`config.mk`:
```
export PLATFORM = sky130hd
export DESIGN_NAME = r5br_ctrl
export DESIGN_NICKNAME = d
export VERILOG_FILES = /design/src/rtl/raid5_block_read_reconstruct_macros.svh /design/src/rtl/r5br_pkg.sv /design/src/rtl/r5br_ctrl.sv
export SDC_FILE = /design/constraint.sdc
export NUM_CORES = 1
export LEC_CHECK = 0
export ABC_AREA = 1
export BUFFER_PORTS_ARGS = -buffer_cell sky130_fd_sc_hd__buf_2
export CAP_MARGIN = 40
export CELL_PAD_IN_SITES_DETAIL_PLACEMENT = 0
export CELL_PAD_IN_SITES_GLOBAL_PLACEMENT = 2
export CORE_UTILIZATION = 20
export CTS_CLUSTER_SIZE = 24
export DETAILED_ROUTE_END_ITERATION = 8
export PLACE_DENSITY = 0.75
export SLEW_MARGIN = 20
export SYNTH_ARGS = -nofsm -noshare
export SYNTH_HDL_FRONTEND = slang
export SYNTH_SLANG_ARGS = --single-unit
```
`constraint.sdc`:
```
create_clock -name clk -period 2.71 [get_ports clk]
set_input_delay 0.1355 -clock clk [delete_from_list [all_inputs] [get_ports clk]]
set_output_delay 0.1355 -clock clk [all_outputs]
set_load 0.02 [all_outputs]
```
`src/rtl/raid5_block_read_reconstruct_macros.svh`:
```
// Assertion macros shared by the RAID-5 read and reconstruct RTL.
`ifndef RAID5_BLOCK_READ_RECONSTRUCT_MACROS_SVH
`define RAID5_BLOCK_READ_RECONSTRUCT_MACROS_SVH
`ifndef SYNTH
// Check a property on every rising edge outside reset.
`define R5BR_CHECK(lbl, clk, rst, prop, msg) \
  lbl: assert property (@(posedge clk) disable iff (rst) (prop)) else $error(msg);
// Check that a condition never holds outside reset.
`define R5BR_NEVER(lbl, clk, rst, cond, msg) \
  lbl: assert property (@(posedge clk) disable iff (rst) !(cond)) else $error(msg);
`else
`define R5BR_CHECK(lbl, clk, rst, prop, msg)
`define R5BR_NEVER(lbl, clk, rst, cond, msg)
`endif
`endif

```
`src/rtl/r5br_pkg.sv`:
```
// Types and constants of the RAID-5 block read and reconstruct unit.
`default_nettype none
package r5br_pkg;

  localparam int CFG_IDX_W  = 2;
  localparam int CFG_DATA_W = 11;
  localparam int DIV_W      = 16;

  localparam logic [CFG_IDX_W-1:0] CFG_NUM_DISKS     = 2'd0;
  localparam logic [CFG_IDX_W-1:0] CFG_STRIPE_BLOCKS = 2'd1;
  localparam logic [CFG_IDX_W-1:0] CFG_DISK_WORDS    = 2'd2;

  localparam logic FUNC_WRITE = 1'b0;
  localparam logic FUNC_QUERY = 1'b1;

  typedef struct packed {
    logic        func;
    logic [2:0]  disk_id;
    logic [9:0]  word_offset;
    logic [31:0] word_data;
    logic [15:0] block_index;
  } r5br_req_t;

  typedef struct packed {
    logic [31:0] read_data;
    logic        unavailable;
  } r5br_res_t;

  typedef enum logic [3:0] {
    ST_IDLE, ST_PER, ST_LVL_GO, ST_LVL_WAIT, ST_LVLS_GO, ST_LVLS_WAIT, ST_CHECK,
    ST_COL_GO, ST_COL_WAIT, ST_MOD_GO, ST_MOD_WAIT, ST_MAP, ST_SEL,
    ST_RD_ISSUE, ST_RD_ACC, ST_FIN
  } r5br_state_t;

  typedef enum logic [1:0] {DIV_LVL, DIV_LVLS, DIV_COL, DIV_MOD} r5br_div_op_t;

  typedef struct packed {
    logic         per_ld;
    logic         div_start;
    r5br_div_op_t div_op;
    logic         map_ld;
    logic         walk_clr;
    logic         rd_issue;
    logic         acc_en;
    logic         walk_inc;
    logic         res_valid;
  } r5br_cmd_t;

  typedef struct packed {
    logic div_done;
    logic beyond;
    logic ddisk_present;
    logic missing_many;
    logic walk_last;
  } r5br_sts_t;

endpackage
`default_nettype wire

```
`src/rtl/r5br_ctrl.sv`:
```
// Controller state machine sequencing the query steps.
`default_nettype none
module r5br_ctrl import r5br_pkg::*; (
  input  wire logic      clk,
  input  wire logic      rst,
  input  wire logic      start,
  input  wire logic      func,
  input  wire r5br_sts_t sts,
  output logic           busy,
  output r5br_cmd_t      cmd
);
  r5br_state_t state, state_next;

  always_ff @(posedge clk) begin
    if (rst) state <= ST_IDLE;
    else state <= state_next;
  end

  always_comb begin
    state_next = state;
    cmd        = '0;
    cmd.div_op = DIV_LVL;
    unique case (state)
      ST_IDLE: if (start && func == FUNC_QUERY) state_next = ST_PER;
      ST_PER: begin
        cmd.per_ld = 1'b1;
        state_next = ST_LVL_GO;
      end
      ST_LVL_GO: begin
        cmd.div_start = 1'b1;
        state_next    = ST_LVL_WAIT;
      end
      ST_LVL_WAIT: if (sts.div_done) state_next = ST_LVLS_GO;
      ST_LVLS_GO: begin
        cmd.div_op    = DIV_LVLS;
        cmd.div_start = 1'b1;
        state_next    = ST_LVLS_WAIT;
      end
      ST_LVLS_WAIT: begin
        cmd.div_op = DIV_LVLS;
        if (sts.div_done) state_next = ST_CHECK;
      end
      ST_CHECK: state_next = sts.beyond ? ST_FIN : ST_COL_GO;
      ST_COL_GO: begin
        cmd.div_op    = DIV_COL;
        cmd.div_start = 1'b1;
        state_next    = ST_COL_WAIT;
      end
      ST_COL_WAIT: begin
        cmd.div_op = DIV_COL;
        if (sts.div_done) state_next = ST_MOD_GO;
      end
      ST_MOD_GO: begin
        cmd.div_op    = DIV_MOD;
        cmd.div_start = 1'b1;
        state_next    = ST_MOD_WAIT;
      end
      ST_MOD_WAIT: begin
        cmd.div_op = DIV_MOD;
        if (sts.div_done) state_next = ST_MAP;
      end
      ST_MAP: begin
        cmd.map_ld   = 1'b1;
        cmd.walk_clr = 1'b1;
        state_next   = ST_SEL;
      end
      ST_SEL: state_next = (!sts.ddisk_present && sts.missing_many) ? ST_FIN : ST_RD_ISSUE;
      ST_RD_ISSUE: begin
        cmd.rd_issue = 1'b1;
        state_next   = ST_RD_ACC;
      end
      ST_RD_ACC: begin
        cmd.acc_en = 1'b1;
        if (sts.walk_last) begin
          state_next = ST_FIN;
        end else begin
          cmd.walk_inc = 1'b1;
          state_next   = ST_RD_ISSUE;
        end
      end
      ST_FIN: begin
        cmd.res_valid = 1'b1;
        state_next    = ST_IDLE;
      end
      default: state_next = ST_IDLE;
    endcase
  end

  assign busy = state != ST_IDLE;
endmodule
`default_nettype wire

```
Word-level counts from Yosys, hierarchy flattened
Cells that the tools add are included.
{"block": "op_classes", "mux": 17, "reduce_logical": 10, "eq_ne": 20}
{"op": "$pmux 4 s16", "n": 1}
{"op": "$eq 4x4->1 const B", "n": 8}
{"op": "$mux 4", "n": 6}
{"op": "$eq 4x3->1 const B", "n": 4}
{"op": "$ne 2x2->1 const B", "n": 5}
{"op": "$eq 4x2->1 const B", "n": 2}
{"op": "$mux 2", "n": 4}
{"op": "$pmux 2 s3", "n": 1}
{"op": "$reduce_or 2->1", "n": 3}
{"op": "$mux 1", "n": 5}
{"op": "$reduce_and 5->1", "n": 1}
{"op": "$eq 4x1->1 const B", "n": 1}
{"op": "$logic_not 4->1", "n": 1}
{"op": "$reduce_bool 4->1", "n": 1}
{"op": "$reduce_or 4->1", "n": 1}
{"op": "$logic_and 1x1->1", "n": 2}
{"op": "$logic_not 1->1", "n": 1}
{"block": "word_totals", "elab_cells": 48, "register_bits": 4}

Depth between registers and ports, before layout
{"block": "depth", "word_depth": 4, "ltp_mapped": 9}

Worst setup path before layout
OpenSTA, ideal clock, no wires.
{"block": "synth_path", "kind": "register to register", "start": "register state[3]", "end": "register state[1]", "arrival_time_ps": 1180, "stages_incl_launch_ff": 7, "setup_time_ps": 70, "path_buffers": 0, "setup_slack_ps": 1460, "required_time_ps": 2640, "path_cell_list": "dfxtp_1 nand2_1 nor2_1 nor2_1 nand2_1 nand2_1 a21oi_1"}
{"block": "synth_between", "elab_chain_cells": 3, "elab_cells_between_ends": 23, "classes_between": "eq/ne (20); mux (1); reduce/logical (2)"}
{"element": "start, declared", "line": "r5br_ctrl.sv:12", "source": "r5br_state_t state, state_next;"}
{"element": "start signal, assigned", "line": "r5br_ctrl.sv:16", "source": "else state <= state_next;"}
{"element": "$eq 4x2->1, or another cell as far along", "line": "r5br_ctrl.sv:23", "source": "unique case (state)"}
{"element": "$ne 2x2->1 (no line)"}
{"element": "$reduce_and 5->1 (no line)"}
Several ways; a longest one is shown, not always the timed one.
A chain may end at the register's enable or synchronous reset.

==> flow_summary.ini <==
[power]
vdd_drop_max_uv = 313
pwr_density_cell_nw_per_um2 = 727
p_leak_nw = 0.293

[clocking]
cts_htree_levels = 1
hold_buffers = 0
clk_latency_ns = 0.23
cts_tree = built
ctsResizeCount = 0
clock-sinks = 4
cts_inserted_buffers = 3
cts_max_path_buffers = 2
postCtsSetupRepairBufs = 0
clkTransAtPathRegs_ns = 0.04
root_buffer = clkbuf_4

[floorplan]
die_x_um = 45.1
core_um2 = 1730
dieArea_um2 = 2030
row_count = 15
start_util = 0.215
fp.dieH_um = 45.1
io_pins = 20

[final_layout]
top_register = state
syn_to_final_growth_pct = 38.0
final_cell_area_um2 = 513
n_fill_cell = 213
reg_top3 = state x4
mostFrequentLayoutCell = nand2_1
nNetsFinal = 101
antenna_cells = 0
final_cell_mix = 22 x nand2_1, 19 x buf_2, 13 x nor2_1
largest_reg_flops = 4
drive_above_1_share = 0.311

[setup_path]
r2r-start = state[2]
crit_start = state[1]
worstPathRequired_ns = 2.57
cp-start-kind = flop
cp_data_arrival_time_ns = 1.39
r2r_slack_ns = 1.45
end_kind = output port
path_class = reg2out
rr_endpoint = state[0]
reg2reg_depth = 8
path_max_fanout = 6

[sta]
fin_setup_tns_ns = 0
fin_crit_sh = 0.562
setup_viol = 0
slew_headroom = 0.843
worst_slack_ns = 1.19
slew_violations = 0
grt_setup_unrepaired = false
tightest_slew_ns = 0.234
fin_crit_ns = 1.52
finalHoldViolCount = 0
max_freq_ghz = 0.657
fin_skew_ns = 0.00535

[detailed_routing]
vias = 489
drt_first_pass_iters = 4
drc_errors = 0
wire_per_inst_um = 9.50
ant_nets = 0
drt_first_iter_violations = 11
via_per_inst = 4.25
wirelength_mm = 1.09

[min_path]
hold_path.class = in2reg
whs_endpoint = state[3]
min_path_cells = 2
min-delay-start = rst

[synth]
syn-num-nets = 78
synth_seq_cells = 4
yosys_warnings = 0
synth_area_um2 = 372
synth_area_per_cell_um2 = 5.39
synth-seq-area-share = 0.215
syn-instance-count = 69
synth_cell_types = 18

[place]
dpl_cell_area_um2 = 490
numPortBuffers = 19
routabilityCongestion = 0.726
dp_hpwl_um = 913
pre_cts_slack_ns = 1.44

[global_route]
grt_util_all_layers = 0.115
grt_pass1_vias = 413
grt_max_degree = 8
antenna_found_initial = 0
overflow = 0
grt_first_pass_wirelength_mm = 1.67

[status]
outcome = finished clean

[run]
maxCapViolations = 0
synth_stat cells (all sizes together):
cell type	number	share of area
o21a	1	0.020
inv	10	0.10
dfxtp	4	0.22
nor3	2	0.027
a31oi	1	0.017
o21ai	1	0.013
nor2	14	0.15
nand2	23	0.24
a21oi	6	0.091
nand3	4	0.067
nand3b	1	0.020
o211ai	1	0.020
buf	1	0.020
worst max-delay path, cell delays in order, from the launching register on:
cell and delay [ns]:
dfxtp_1 0.40, nand2_1 0.18, inv_2 0.10, nand2_1 0.08
o21a_1 0.13, o211ai_1 0.07, buf_2 0.19
worst max-delay path by stage:
stage	to	depth (start not counted)
3_5_place_dp	cmd[8]	6
3_3_place_gp	cmd[8]	6
5_1_grt	cmd[8]	6
4_1_cts	cmd[8]	6
6_report	cmd[8]	6
2_1_floorplan	state[1]	6
final cells by class:
class	instances	area, µm²	area share
clock buffers	3	22.5	0.0439
inverters	10	37.5	0.0732
multi-input cells	54	246	0.480
flip-flops and latches	4	80.1	0.156
well taps	25	31.3	0.0610
repair buffers	19	95.1	0.185
power by group:
| group | total (mW) | internal [mW] | switching [mW] |
|---|---|---|---|
| sequential | 0.0905 | 0.0725 | 0.0179 |
| combinational | 0.208 | 0.0679 | 0.140 |
| clock | 0.0745 | 0.0496 | 0.0249 |
| total | 0.373 | 0.190 | 0.183 |
logic make-up (layout without fill, tap and decap cells):
family,count (synthesis),in the layout,share of synthesized area
AO/OA/AOI/OAI,10,10,0.162
buffers and inverters,11,32,0.121
AND/OR/NAND/NOR,44,44,0.502
flip-flops,4,4,0.215
through the flow:
stage                     power, mW   util  hold WS, ns  std cells
after floorplan               0.240      -        0.205         69
after global placement        0.306  0.284        0.364        112
after detailed placement      0.299  0.284        0.370        112
after CTS                     0.377  0.297        0.118        115
after global routing          0.410  0.297        0.127        115
final                         0.373  0.297        0.118        115
layer usage:
metal  GRT usage  share of wire  vias up
met4      0.0545         0.0091        0
met1       0.152           0.48      209
met3      0.0120          0.053        2
met5           0              0        -
met2       0.186           0.46       14
li1            -              -      264
No activity file was read; power rests on OpenSTA's default activity.
